**src/bffa_pkg.sv**
```systemverilog
// Shared types and constants for the bitmap first-fit allocator.
// No dependencies; imported by bffa_mark_ram, bitmap_first_fit_allocator_unit, the checker and the testbench.
package bffa_pkg;

   // Per-unit mark: bit 1 is the free bit, bit 0 the boundary bit
   typedef logic [1:0] mark_type;

   localparam mark_type MARK_FREE = 2'b11;
   localparam mark_type MARK_HEAD = 2'b01;
   localparam mark_type MARK_CONT = 2'b00;

   localparam int OFS_W      = 14;   // byte offset fields
   localparam int BYTES_W    = 15;   // request size field
   localparam int NEED_W     = 12;   // units needed, up to 2048
   localparam int PAD_W      = 32;   // padding total
   localparam int UNIT_BYTES_LOG2 = 4;
   localparam int RESERVED_UNITS  = 16;

   typedef enum logic [2:0] {
      ST_INIT,
      ST_IDLE,
      ST_SCAN,
      ST_MARK,
      ST_FREE_CHK,
      ST_FREE_WALK
   } state_type;

   typedef enum logic {
      ACT_ALLOC = 1'b0,
      ACT_FREE  = 1'b1
   } action_type;

endpackage

```
**src/bffa_mark_ram.sv**
```systemverilog
// Unit mark memory: one write port and one read port, registered read data.
// Depends on bffa_pkg for the mark type.
module bffa_mark_ram #(
   parameter int ADDR_W = 10
) (
   input  logic               clock,
   input  logic               wr_en,
   input  logic [ADDR_W-1:0]  wr_addr,
   input  bffa_pkg::mark_type wr_data,
   input  logic [ADDR_W-1:0]  rd_addr,
   output bffa_pkg::mark_type rd_data
);
   import bffa_pkg::*;

   mark_type mem [2**ADDR_W];
   mark_type rd_data_ff;

   always_ff @(posedge clock) begin
      if (wr_en) begin
         mem[wr_addr] <= wr_data;
      end
   end

   always_ff @(posedge clock) begin
      rd_data_ff <= mem[rd_addr];
   end

   assign rd_data = rd_data_ff;

endmodule

```
**src/bitmap_first_fit_allocator_unit.sv**
```systemverilog
// Bitmap first-fit allocator: one request at a time, one response per request.
// Allocate: the scan reads the marks from unit 0 up to the first fit, then marks the
// block unit by unit. Free: walks the block up to the next boundary or the heap end. The
// mark memory read port, one unit per cycle, paces both. Responses cannot be stalled.
// Reset (synchronous) starts a pass writing the power-up marks, one unit per cycle,
// over all 2^(HEAP_LOG2-4) units, with busy high; the padding total clears to zero.
module bitmap_first_fit_allocator_unit #(
   parameter int HEAP_LOG2 = 14
) (
   input  logic                        clock,
   input  logic                        reset,
   input  logic                        start,
   output logic                        busy,
   input  logic                        req_action,
   input  logic [bffa_pkg::BYTES_W-1:0] req_request_bytes,
   input  logic [bffa_pkg::OFS_W-1:0]   req_block_offset,
   output logic                        rsp_valid,
   output logic [bffa_pkg::OFS_W-1:0]   rsp_granted_offset,
   output logic                        rsp_granted,
   output logic [bffa_pkg::PAD_W-1:0]   rsp_frag_total
);
   import bffa_pkg::*;

   // Unit index width, run counter width (holds the unit count) and compare width
   localparam int UA_W       = HEAP_LOG2 - UNIT_BYTES_LOG2;
   localparam int CNT_W      = UA_W + 1;
   localparam int CMP_W      = (CNT_W > NEED_W) ? CNT_W : NEED_W;
   localparam int MAP_UNITS  = 2 ** (HEAP_LOG2 - 10);
   localparam int OFS_UNIT_W = OFS_W - UNIT_BYTES_LOG2;
   localparam int EXT_W      = UA_W + OFS_UNIT_W;

   localparam logic [UA_W-1:0] LAST_UNIT = {UA_W{1'b1}};

   // Control registers
   state_type                 state_ff, state_in;
   logic [UA_W-1:0]           scan_ff, scan_in;      // init pointer, scan unit, walk unit
   logic [PAD_W-1:0]          pad_ff, pad_in;
   logic                      rsp_valid_ff, rsp_valid_in;

   // Per-request working registers
   logic [CNT_W-1:0]          run_ff, run_in;
   logic [NEED_W-1:0]         need_ff, need_in;
   logic [UA_W-1:0]           start_ff, start_in;
   logic [UA_W-1:0]           end_ff, end_in;
   logic                      in_range_ff, in_range_in;
   logic [OFS_W-1:0]          rsp_offset_ff, rsp_offset_in;
   logic                      rsp_granted_ff, rsp_granted_in;

   // Memory ports
   logic                      wr_en;
   logic [UA_W-1:0]           wr_addr;
   mark_type                  wr_data;
   logic [UA_W-1:0]           rd_addr;
   mark_type                  rd_data;

   // Helpers
   logic                      accept;
   logic [EXT_W-1:0]          free_unit_ext;
   logic [UA_W-1:0]           free_unit;
   logic                      free_in_range;
   logic [NEED_W+3:0]         bytes_rnd;
   logic [NEED_W-1:0]         need_raw;
   logic [3:0]                pad_rem;
   logic [4:0]                pad_add;
   logic [PAD_W:0]            pad_sum;
   logic [CNT_W-1:0]          run_new;
   logic                      fit;
   logic                      at_last;
   logic [UA_W-1:0]           fit_start;
   logic [NEED_W-1:0]         need_m1;
   mark_type                  init_mark;

   bffa_mark_ram #(
      .ADDR_W (UA_W)
   ) u_marks (
      .clock   (clock),
      .wr_en   (wr_en),
      .wr_addr (wr_addr),
      .wr_data (wr_data),
      .rd_addr (rd_addr),
      .rd_data (rd_data)
   );

   assign busy   = (state_ff != ST_IDLE);
   assign accept = start && (state_ff == ST_IDLE);

   // Free address: drop the byte bits, check the unit lies inside the heap
   assign free_unit_ext = EXT_W'(req_block_offset[OFS_W-1:UNIT_BYTES_LOG2]);
   assign free_unit     = free_unit_ext[UA_W-1:0];
   assign free_in_range = ((free_unit_ext >> UA_W) == '0);

   // Round the request up to whole units; a zero-byte request takes one unit
   assign bytes_rnd = (NEED_W + 4)'(req_request_bytes) + (NEED_W + 4)'(15);
   assign need_raw  = bytes_rnd[NEED_W+3:4];
   assign pad_rem   = req_request_bytes[3:0];
   assign pad_add   = (pad_rem == 4'd0) ? 5'd0 : (5'd16 - 5'(pad_rem));
   assign pad_sum   = (PAD_W + 1)'(pad_ff) + (PAD_W + 1)'(pad_add);

   // Scan step: extend the free run with the unit just read
   assign run_new   = rd_data[1] ? (run_ff + CNT_W'(1)) : '0;
   assign fit       = (CMP_W'(run_new) >= CMP_W'(need_ff));
   assign at_last   = (scan_ff == LAST_UNIT);
   assign need_m1   = need_ff - NEED_W'(1);
   assign fit_start = scan_ff - UA_W'(need_m1);

   // Power-up mark of the unit under the init pointer
   always_comb begin
      if (scan_ff == '0 || scan_ff == UA_W'(MAP_UNITS)) begin
         init_mark = MARK_HEAD;
      end else if (scan_ff < UA_W'(MAP_UNITS + RESERVED_UNITS)) begin
         init_mark = MARK_CONT;
      end else begin
         init_mark = MARK_FREE;
      end
   end

   // Next state
   always_comb begin
      state_in = state_ff;
      unique case (state_ff)
         ST_INIT: begin
            if (at_last) state_in = ST_IDLE;
         end
         ST_IDLE: begin
            if (start) begin
               state_in = (req_action == ACT_FREE) ? ST_FREE_CHK : ST_SCAN;
            end
         end
         ST_SCAN: begin
            if (fit) begin
               state_in = ST_MARK;
            end else if (at_last) begin
               state_in = ST_IDLE;
            end
         end
         ST_MARK: begin
            if (scan_ff == end_ff) state_in = ST_IDLE;
         end
         ST_FREE_CHK: begin
            if (!in_range_ff || rd_data == MARK_CONT || at_last) begin
               state_in = ST_IDLE;
            end else begin
               state_in = ST_FREE_WALK;
            end
         end
         ST_FREE_WALK: begin
            if (rd_data[0] || at_last) state_in = ST_IDLE;
         end
         default: state_in = ST_IDLE;
      endcase
   end

   // Datapath and memory control
   always_comb begin
      scan_in        = scan_ff;
      pad_in         = pad_ff;
      rsp_valid_in   = 1'b0;
      run_in         = run_ff;
      need_in        = need_ff;
      start_in       = start_ff;
      end_in         = end_ff;
      in_range_in    = in_range_ff;
      rsp_offset_in  = rsp_offset_ff;
      rsp_granted_in = rsp_granted_ff;
      wr_en          = 1'b0;
      wr_addr        = scan_ff;
      wr_data        = MARK_FREE;
      rd_addr        = scan_ff + UA_W'(1);

      unique case (state_ff)
         ST_INIT: begin
            wr_en   = 1'b1;
            wr_data = init_mark;
            scan_in = scan_ff + UA_W'(1);
         end
         ST_IDLE: begin
            if (accept) begin
               run_in      = '0;
               need_in     = (need_raw == '0) ? NEED_W'(1) : need_raw;
               in_range_in = free_in_range;
               if (req_action == ACT_FREE) begin
                  rd_addr = free_unit;
                  scan_in = free_unit;
               end else begin
                  rd_addr = '0;
                  scan_in = '0;
                  // count padding even if the allocation then fails; saturate
                  pad_in  = pad_sum[PAD_W] ? {PAD_W{1'b1}} : pad_sum[PAD_W-1:0];
               end
            end
         end
         ST_SCAN: begin
            run_in = run_new;
            if (fit) begin
               start_in = fit_start;
               end_in   = scan_ff;
               scan_in  = fit_start;
            end else if (at_last) begin
               rsp_valid_in   = 1'b1;
               rsp_granted_in = 1'b0;
               rsp_offset_in  = '0;
            end else begin
               scan_in = scan_ff + UA_W'(1);
            end
         end
         ST_MARK: begin
            // write the block: head mark first, continuation marks after
            wr_en   = 1'b1;
            wr_data = (scan_ff == start_ff) ? MARK_HEAD : MARK_CONT;
            scan_in = scan_ff + UA_W'(1);
            if (scan_ff == end_ff) begin
               rsp_valid_in   = 1'b1;
               rsp_granted_in = 1'b1;
               rsp_offset_in  = OFS_W'({start_ff, 4'b0000});
            end
         end
         ST_FREE_CHK: begin
            rsp_offset_in = '0;
            if (!in_range_ff || rd_data == MARK_CONT) begin
               // outside the heap or inside a block: drop the request
               rsp_valid_in   = 1'b1;
               rsp_granted_in = 1'b0;
            end else begin
               wr_en   = 1'b1;
               scan_in = scan_ff + UA_W'(1);
               if (at_last) begin
                  rsp_valid_in   = 1'b1;
                  rsp_granted_in = 1'b1;
               end
            end
         end
         ST_FREE_WALK: begin
            // release continuation units until a boundary or the heap end
            rsp_offset_in = '0;
            if (rd_data[0]) begin
               rsp_valid_in   = 1'b1;
               rsp_granted_in = 1'b1;
            end else begin
               wr_en   = 1'b1;
               scan_in = scan_ff + UA_W'(1);
               if (at_last) begin
                  rsp_valid_in   = 1'b1;
                  rsp_granted_in = 1'b1;
               end
            end
         end
         default: begin
            scan_in = scan_ff;
         end
      endcase
   end

   always_ff @(posedge clock) begin
      if (reset) begin
         state_ff     <= ST_INIT;
         scan_ff      <= '0;
         pad_ff       <= '0;
         rsp_valid_ff <= 1'b0;
      end else begin
         state_ff     <= state_in;
         scan_ff      <= scan_in;
         pad_ff       <= pad_in;
         rsp_valid_ff <= rsp_valid_in;
      end
   end

   always_ff @(posedge clock) begin
      run_ff         <= run_in;
      need_ff        <= need_in;
      start_ff       <= start_in;
      end_ff         <= end_in;
      in_range_ff    <= in_range_in;
      rsp_offset_ff  <= rsp_offset_in;
      rsp_granted_ff <= rsp_granted_in;
   end

   assign rsp_valid          = rsp_valid_ff;
   assign rsp_granted_offset = rsp_offset_ff;
   assign rsp_granted        = rsp_granted_ff;
   assign rsp_frag_total     = pad_ff;

endmodule

```
**config.mk**
```make
export PLATFORM = sky130hd
export DESIGN_NAME = bitmap_first_fit_allocator_unit
export DESIGN_NICKNAME = d
export VERILOG_FILES = /design/src/bffa_pkg.sv /design/src/bffa_mark_ram.sv /design/src/bitmap_first_fit_allocator_unit.sv
export SDC_FILE = /design/constraint.sdc
export NUM_CORES = 2
export LEC_CHECK = 0
export BUFFER_PORTS_ARGS = -buffer_cell sky130_fd_sc_hd__buf_2
export CAP_MARGIN = 10
export CORE_MARGIN = 2
export CORE_UTILIZATION = 40
export DETAILED_ROUTE_END_ITERATION = 10
export SLEW_MARGIN = 40
export SYNTH_ARGS = -nofsm -noshare
export SYNTH_HDL_FRONTEND = slang
export SYNTH_HIERARCHICAL = 1
export SYNTH_SLANG_ARGS = --single-unit
```
**constraint.sdc**
```tcl
create_clock -name clock -period 172.7 [get_ports clock]
set_clock_uncertainty 0.1 [all_clocks]
set_input_delay 25.905 -clock clock [delete_from_list [all_inputs] [get_ports clock]]
set_output_delay 25.905 -clock clock [all_outputs]
set_load 0.01 [all_outputs]
```
== After elaboration in Yosys (flattened, before gate mapping) ==
Memory sizes are Yosys's and may differ from the RTL's. A register that Yosys moved wholly into a read port is not among the register bits.
Cells that the tools add are included.
Storage, ports and cells
  word-level logic and storage cells: 111
  memories kept: 1
  memory bits (writable): 2048
  register bits after elaboration: 104
  input port bits: 33
Memories
  u_marks.mem: words 1024, width 2, rd ports 1, clocked after memory_dff 1, write ports 1, RTL line bffa_mark_ram.sv:15  | mark_type mem [2**ADDR_W];
Cells by class
  bitwise logic cells: 1
  reductions and logical operators: 23
  equal/unequal tests: 19
  add/subtract/negate cells: 7
  muxes and demuxes: 48
  order comparisons: 2
Operators with widths (number)
  $mux 10: 8
  $pmux 10 s5: 1
  $mux 14: 3
  $pmux 14 s3: 1
  $add 32x5->33: 1
  $mux 32: 1
  $mux 11: 2
  $pmux 11 s2: 1
  $mux 3: 7
  $eq 10x10->1: 2
  $pmux 3 s6: 1
  $add 15x4->16 const B: 1
  $mux 1: 16
  $ne 2x2->1 const B: 8
  $ge 11x12->1: 1
  $logic_not 12->1: 1
  $add 11x1->11 const B: 1
  $add 10x1->10 const B: 1
  $eq 10x10->1 const B: 1
  $eq 10x5->1 const B: 1
  $logic_not 10->1: 1
  $lt 10x6->1 const B: 1
  $sub 10x1->10 const B: 1
  $sub 10x10->10: 1
  other kinds (26): 37

== Longest topological paths before layout ==
  depth in word-level cells: 5
  gate-level depth with buffers: 20

== Cells and area by module ==
The synthesis kept the hierarchy.
By module, submodules not included
  bffa_mark_ram: cells each 4793, instances 1, seq. area each 61539.0 um2, area each 83757.8 um2
  bitmap_first_fit_allocator_unit: cells each 705, instances 1, seq. area each 2542.4 um2, area each 6437.4 um2

== Least setup slack after synthesis ==
No wires, ideal clock.
  path kind: reg2reg
  start: register scan_ff[8]
  end: memory u_marks/mem[0][0] (netlist name) (data pin)
  clock period less this slack: 86.689 ns
  arrival time: 78.288 ns
  setup slack: 86.011 ns
  data required time: 164.299 ns
  cell stages (with the launch flop): 6
  path through: dfxtp_1 > clkbuf_1 > nor2_1 > a31oi_1 > a31oi_1 > o31ai_1
Between the ends
  word-level cells in the longest chain between the ends: 4
Ends and longest elaborated chain
  start: declaration: RTL line bitmap_first_fit_allocator_unit.sv:36  | logic [UA_W-1:0] scan_ff, scan_in;
  start signal: assignment: RTL line bitmap_first_fit_allocator_unit.sv:261  | scan_ff <= scan_in;
  $lt 10x6->1 (tied with other cells): RTL line bitmap_first_fit_allocator_unit.sv:110  | end else if (scan_ff < UA_W'(MAP_UNITS + RESERVED_UNITS)) begin
  $mux 2 or $logic_or 1x1->1 (tied branches): RTL line bitmap_first_fit_allocator_unit.sv:110, bitmap_first_fit_allocator_unit.sv:108
  $mux 2: RTL line bitmap_first_fit_allocator_unit.sv:108  | if (scan_ff == '0 || scan_ff == UA_W'(MAP_UNITS)) begin
  $pmux 2 s2 *: RTL line bitmap_first_fit_allocator_unit.sv:170  | unique case (state_ff)
  via wr_data[0]: RTL line bitmap_first_fit_allocator_unit.sv:52  | mark_type wr_data;
  end: declaration: RTL line bffa_mark_ram.sv:15
The timed path passes the listed nets; every way through them passes the cells marked *.

== Final worst setup path ==
  start: input port req_action
  end: register u_marks.rd_data_ff[0] (netlist: u_marks/rd_data[0]) (read register of u_marks.mem)
Between the ends
  word-level cells in the longest chain between the ends: 3
Ends and longest elaborated chain
  start: declaration: RTL line bitmap_first_fit_allocator_unit.sv:14  | input logic req_action,
  $mux 10: RTL line bitmap_first_fit_allocator_unit.sv:181  | if (req_action == ACT_FREE) begin
  $mux 10: RTL line bitmap_first_fit_allocator_unit.sv:177  | if (accept) begin
  $mux 10: RTL line bitmap_first_fit_allocator_unit.sv:170
  via rd_addr[1]: RTL line bitmap_first_fit_allocator_unit.sv:53  | logic [UA_W-1:0] rd_addr;
  end: declaration: RTL line bffa_mark_ram.sv:16  | mark_type rd_data_ff;
The timed path passes the listed nets, and every way through them passes these cells.
A chain may end at the register's enable or synchronous reset.

==> results.env <==
STATUS='finished, final reports clean'
ROUTE.DETAILED.WL_PER_INST_UM=28.1
INITIAL_ANTENNA_VIOLATION_COUNT=8
WORSTPATHARRIVAL_NS=31.93
NUMBER_OF_ENABLE_FLIP_FLOP_CELLS_AFTER_SYNTHESIS=2102
YOSYS_MOST_USED_DFF='sky130_fd_sc_hd__edfxtp_1'
SHARE_COMB_OF_TOTAL_POWER=0.074
CP_COMMON_CELL='sky130_fd_sc_hd__buf_4'
POSTLAYOUTCOREUTIL=0.449
PORTION_OF_THE_CLOCK_CYCLE_CONSUMED_BY_THE_WORST_PATH_IN_THE_FINAL_LAYOUT=0.182
CTS.SINK_COUNT=2150
CRITPATHSLOWESTCELL='sky130_fd_sc_hd__buf_4'
SYNTH_SEQ_CELLS=2150
CTS_MAX_LEVEL=4
HOLD_FIX_BUFFERS_AT_CTS=0
NUMCTSBUFFERS=212
PATH_MAX_FANOUT=96
CTS_TREE='done'
SWITCHING_SHARE=0.223
FINAL_NETS=5555
AREA_GROWTH_FROM_SYNTHESIS_TO_LAYOUT_PCT=11.8
SYN_WARNINGS=6
CORE.ROWCOUNT=174
COREAREA_UM2=224000
P_SWITCHING_W=0.000247
CLOCKROOTBUFFER='sky130_fd_sc_hd__clkbuf_16'
SYN-MEAN-INSTANCE-AREA_UM2=16.4
SYN_AREA_UM2=90200
POWER_DENSITY_nW_PER_UM2=11.0
MAX_FREQ_MHz=31.8
CLK-INSERTION-DELAY-LATE_NS=0.84
GRT-OVFL-TOTAL=0
DRT_DRC_VIOLATIONS_LEFT=0
CTS-RESIZED-GATES=0
POST_DRT_VIA_CELL_RATIO=5.82
WORSTPATHREQUIRED_NS=173.20
TIMING.SLEW.HEADROOM=0.368
SETUP_TNS_NS=0
CTSLONGESTPATHBUFFERS=3
CELL_INTERNAL_PWR_W=0.000859
STARTING_DENSITY=0.402
FIRST_PASS_ITERS=6
NUM_IO_PINS=82
ROUTE.FINAL.WIRE_LENGTH_MM=243
GRT_PASS1_VIAS=50800
DRV_CAP=0
CRITICAL_PATH.MAX_STAGE_DELAY_NS=0.71
MIN_PATH_TYPE='register to register'
PERIOD_NEEDED_NS=31.43
WORST-PATH-BUF-INV=5
WORSTMARGINPINSLEW_NS=0.940
RESIDUAL_ANTENNA_VIOLATING_NET_COUNT_AFTER_DETAILED_ROUTING=0
CRITICAL_PATH.ENDPOINT_TYPE='register'
CLKTRANSATPATHREGS_NS=0.06
UNREPAIRED_SETUP_ENDPOINTS_AFTER_GLOBAL_ROUTING='no'
P_LEAK_nW=31.6
HOLD_VIOL_FINAL=0
POST_CTS_BUFFERS=0
VIAS=50400
DIE_WIDTH_UM=479
DIE_HEIGHT_UM=479
SYN_INST_COUNT=5498
FIRST_PASS_GRT_WIRE_LENGTH_MM=351
FINAL-SETUP-VIOL-COUNT=0
PATH_CLASS='input pin to register'
CLOCK_POWER_SHARE=0.403
SYNTH_ASYNC_SR_FLOP_SHARE=0
PLACEMENT.IO_BUFFERS=73
DIEAREA_UM2=229000
GP_CONGESTION=0.810
YOSYSUNIQUECELLTYPES=90
SYNTH.YOSYS.SEQ_AREA_SHARE=0.710
DRT_FIRST_ITER_VIOLATIONS=6321
CRITPATHTOPFAMILY='buffers and inverters'
MAX_SLEW_VIOLATION_COUNT=0
GR-USAGE-ALL-LAYERS=0.209
CRITICAL_PATH.STARTPOINT_TYPE='input pin'
FINAL_LAYOUT_SIZE_SUFFIX_GT1_FRAC=0.189
CRIT_CHAIN='buf_2, nand2_1, o21ai_4, buf_4, buf_12, buf_4, mux4_2, mux4_2, a22oi_1, nand2_1, o221ai_1, nor4_1, buf_4, o22ai_1, nand4_1'
PLACE_HPWL_MM=138
LARGEST_NET_DEGREE_AT_THE_START_OF_GLOBAL_ROUTING=212
VDD_DROP_MAX_V=0.0000116
SEQUENTIALPOWERSHARE=0.523
==> layer usage <==
metal  share of wire  GRT usage  wire, um
met3           0.079     0.0347     19200
met4           0.030     0.0660      7220
met5        0.000078          0        19
met1            0.40      0.286     98100
met2            0.49      0.343    119000
==> sequential cells by signal (all words and copies together), names as in the netlist <==
name                flops
u_marks/rd_data         2
run_ff                 11
end_ff                 10
need_ff                12
scan_ff                10
rsp_granted_offset     10
rsp_granted             1
rsp_frag_total         32
u_marks/mem          2048
rsp_valid               1
state_ff                3
start_ff               10
==> cell usage in the layout (no fill, tap or decap), types with 23 or more instances in the layout <==
master / count
sky130_fd_sc_hd__clkinv_1: 61
sky130_fd_sc_hd__buf_4: 89
sky130_fd_sc_hd__nand2_2: 30
sky130_fd_sc_hd__and3_1: 35
sky130_fd_sc_hd__nor3_1: 54
sky130_fd_sc_hd__nor2_1: 1087
sky130_fd_sc_hd__o21ai_0: 65
sky130_fd_sc_hd__and2_1: 24
sky130_fd_sc_hd__xor2_1: 31
sky130_fd_sc_hd__ha_1: 36
sky130_fd_sc_hd__xnor2_1: 43
sky130_fd_sc_hd__buf_2: 73
sky130_fd_sc_hd__clkbuf_16: 216
sky130_fd_sc_hd__edfxtp_1: 2102
sky130_fd_sc_hd__o221ai_1: 83
sky130_fd_sc_hd__buf_6: 26
sky130_fd_sc_hd__mux4_2: 449
sky130_fd_sc_hd__mux2i_1: 212
sky130_fd_sc_hd__nand2_1: 111
sky130_fd_sc_hd__a21oi_1: 129
sky130_fd_sc_hd__nand3_1: 52
sky130_fd_sc_hd__nand4_1: 23
sky130_fd_sc_hd__clkbuf_1: 52
sky130_fd_sc_hd__clkinv_2: 34
sky130_fd_sc_hd__nand3_4: 24
sky130_fd_sc_hd__inv_1: 32
sky130_fd_sc_hd__dfxtp_1: 47
sky130_fd_sc_hd__o22ai_1: 46
sky130_fd_sc_hd__a22oi_1: 47
==> area by class of cell <==
class / count / area, um^2
clock inverter: 123 / 992
tap: 2992 / 3740
antenna: 6 / 15.0
inverter: 35 / 135
fill: 19300 / 124000
timing repair buffer: 211 / 1830
multi-input combinational: 2874 / 24400
sequential: 2150 / 64100
clock buffer: 273 / 5670
==> power by group through the flow <==
stage               sequential, W  combinational, W  clock (W)
global route             0.000578         0.0000870   0.000473
global placement         0.000590         0.0000802          0
floorplan                0.000620         0.0000560          0
finish                   0.000579         0.0000819   0.000446
detailed placement       0.000590         0.0000817          0
CTS                      0.000579         0.0000819   0.000453
==> worst reg2reg max path: stages, from the launching register on <==
cell and delay (ns):
sky130_fd_sc_hd__dfxtp_1 0.80, sky130_fd_sc_hd__nand4bb_2 0.25, sky130_fd_sc_hd__buf_4 0.37, sky130_fd_sc_hd__nand2_1 0.16, sky130_fd_sc_hd__o21ai_4 0.19, sky130_fd_sc_hd__buf_4 0.62, sky130_fd_sc_hd__buf_12 0.56, sky130_fd_sc_hd__buf_4 0.82
sky130_fd_sc_hd__mux4_2 0.45, sky130_fd_sc_hd__mux4_2 0.49, sky130_fd_sc_hd__a22oi_1 0.37, sky130_fd_sc_hd__nand2_1 0.16, sky130_fd_sc_hd__o221ai_1 0.63, sky130_fd_sc_hd__nor4_1 0.16, sky130_fd_sc_hd__buf_4 0.21, sky130_fd_sc_hd__o22ai_1 0.22
sky130_fd_sc_hd__nand4_1 0.31
==> per-stage QoR <==
stage	cells	worst slack, ns	cell area (um^2)	power, W	hold WS (ns)
final	8664	141.27	101000	0.00111	0.423
after global routing	8659	141.11	101000	0.00114	0.487
after CTS	8651	141.11	101000	0.00111	0.433
after detailed placement	8255	140.20	94000	0.000671	0.403
after global placement	8244	140.18	93500	0.000670	0.407
after floorplan	5501	86.01	90200	0.000676	0.366
==> cell usage after synthesis, types with 36 or more instances <==
cell,instances,area share
sky130_fd_sc_hd__nor2_1,1092,0.045
sky130_fd_sc_hd__buf_1,57,0.0024
sky130_fd_sc_hd__nand3_1,77,0.0043
sky130_fd_sc_hd__mux4_2,449,0.11
sky130_fd_sc_hd__dfxtp_1,48,0.011
sky130_fd_sc_hd__ha_1,36,0.0050
sky130_fd_sc_hd__clkbuf_1,276,0.011
sky130_fd_sc_hd__o21ai_0,68,0.0038
sky130_fd_sc_hd__nor3_1,55,0.0031
sky130_fd_sc_hd__a21oi_1,135,0.0075
sky130_fd_sc_hd__nand2_1,143,0.0060
sky130_fd_sc_hd__edfxtp_1,2102,0.70
sky130_fd_sc_hd__a22oi_1,47,0.0039
sky130_fd_sc_hd__mux2i_1,212,0.024
sky130_fd_sc_hd__xnor2_1,43,0.0042
sky130_fd_sc_hd__o22ai_1,46,0.0032
sky130_fd_sc_hd__o221ai_1,83,0.0081
==> cells by family (layout without fill, tap and decap cells) <==
kind of cell / after synthesis / after routing / synth area share
xor gates and xnor gates: 74 / 74 / 0.00719
muxes: 674 / 674 / 0.137
adders and majority gates: 38 / 38 / 0.00544
DFF: 2150 / 2150 / 0.710
other: 1 / 10 / 0.0000416
and+or+nand+nor: 1558 / 1558 / 0.0733
buffers and inverters: 477 / 642 / 0.0265
AOI/OAI and AO/OA: 526 / 526 / 0.0398
==> path summary, 6_finish.rpt <==
path	from	endpoint	slack, ns	cells after the start
worst max-delay path	req_action	u_marks/rd_data[0]	141.27	15
worst min-delay path	rsp_frag_total[26]	rsp_frag_total[26]	0.42	1
worst max register to register	state_ff[2]	u_marks/rd_data[0]	165.59	16
worst min register to register	rsp_frag_total[26]	rsp_frag_total[26]	0.42	1
Power figures use the tool's default switching activity.
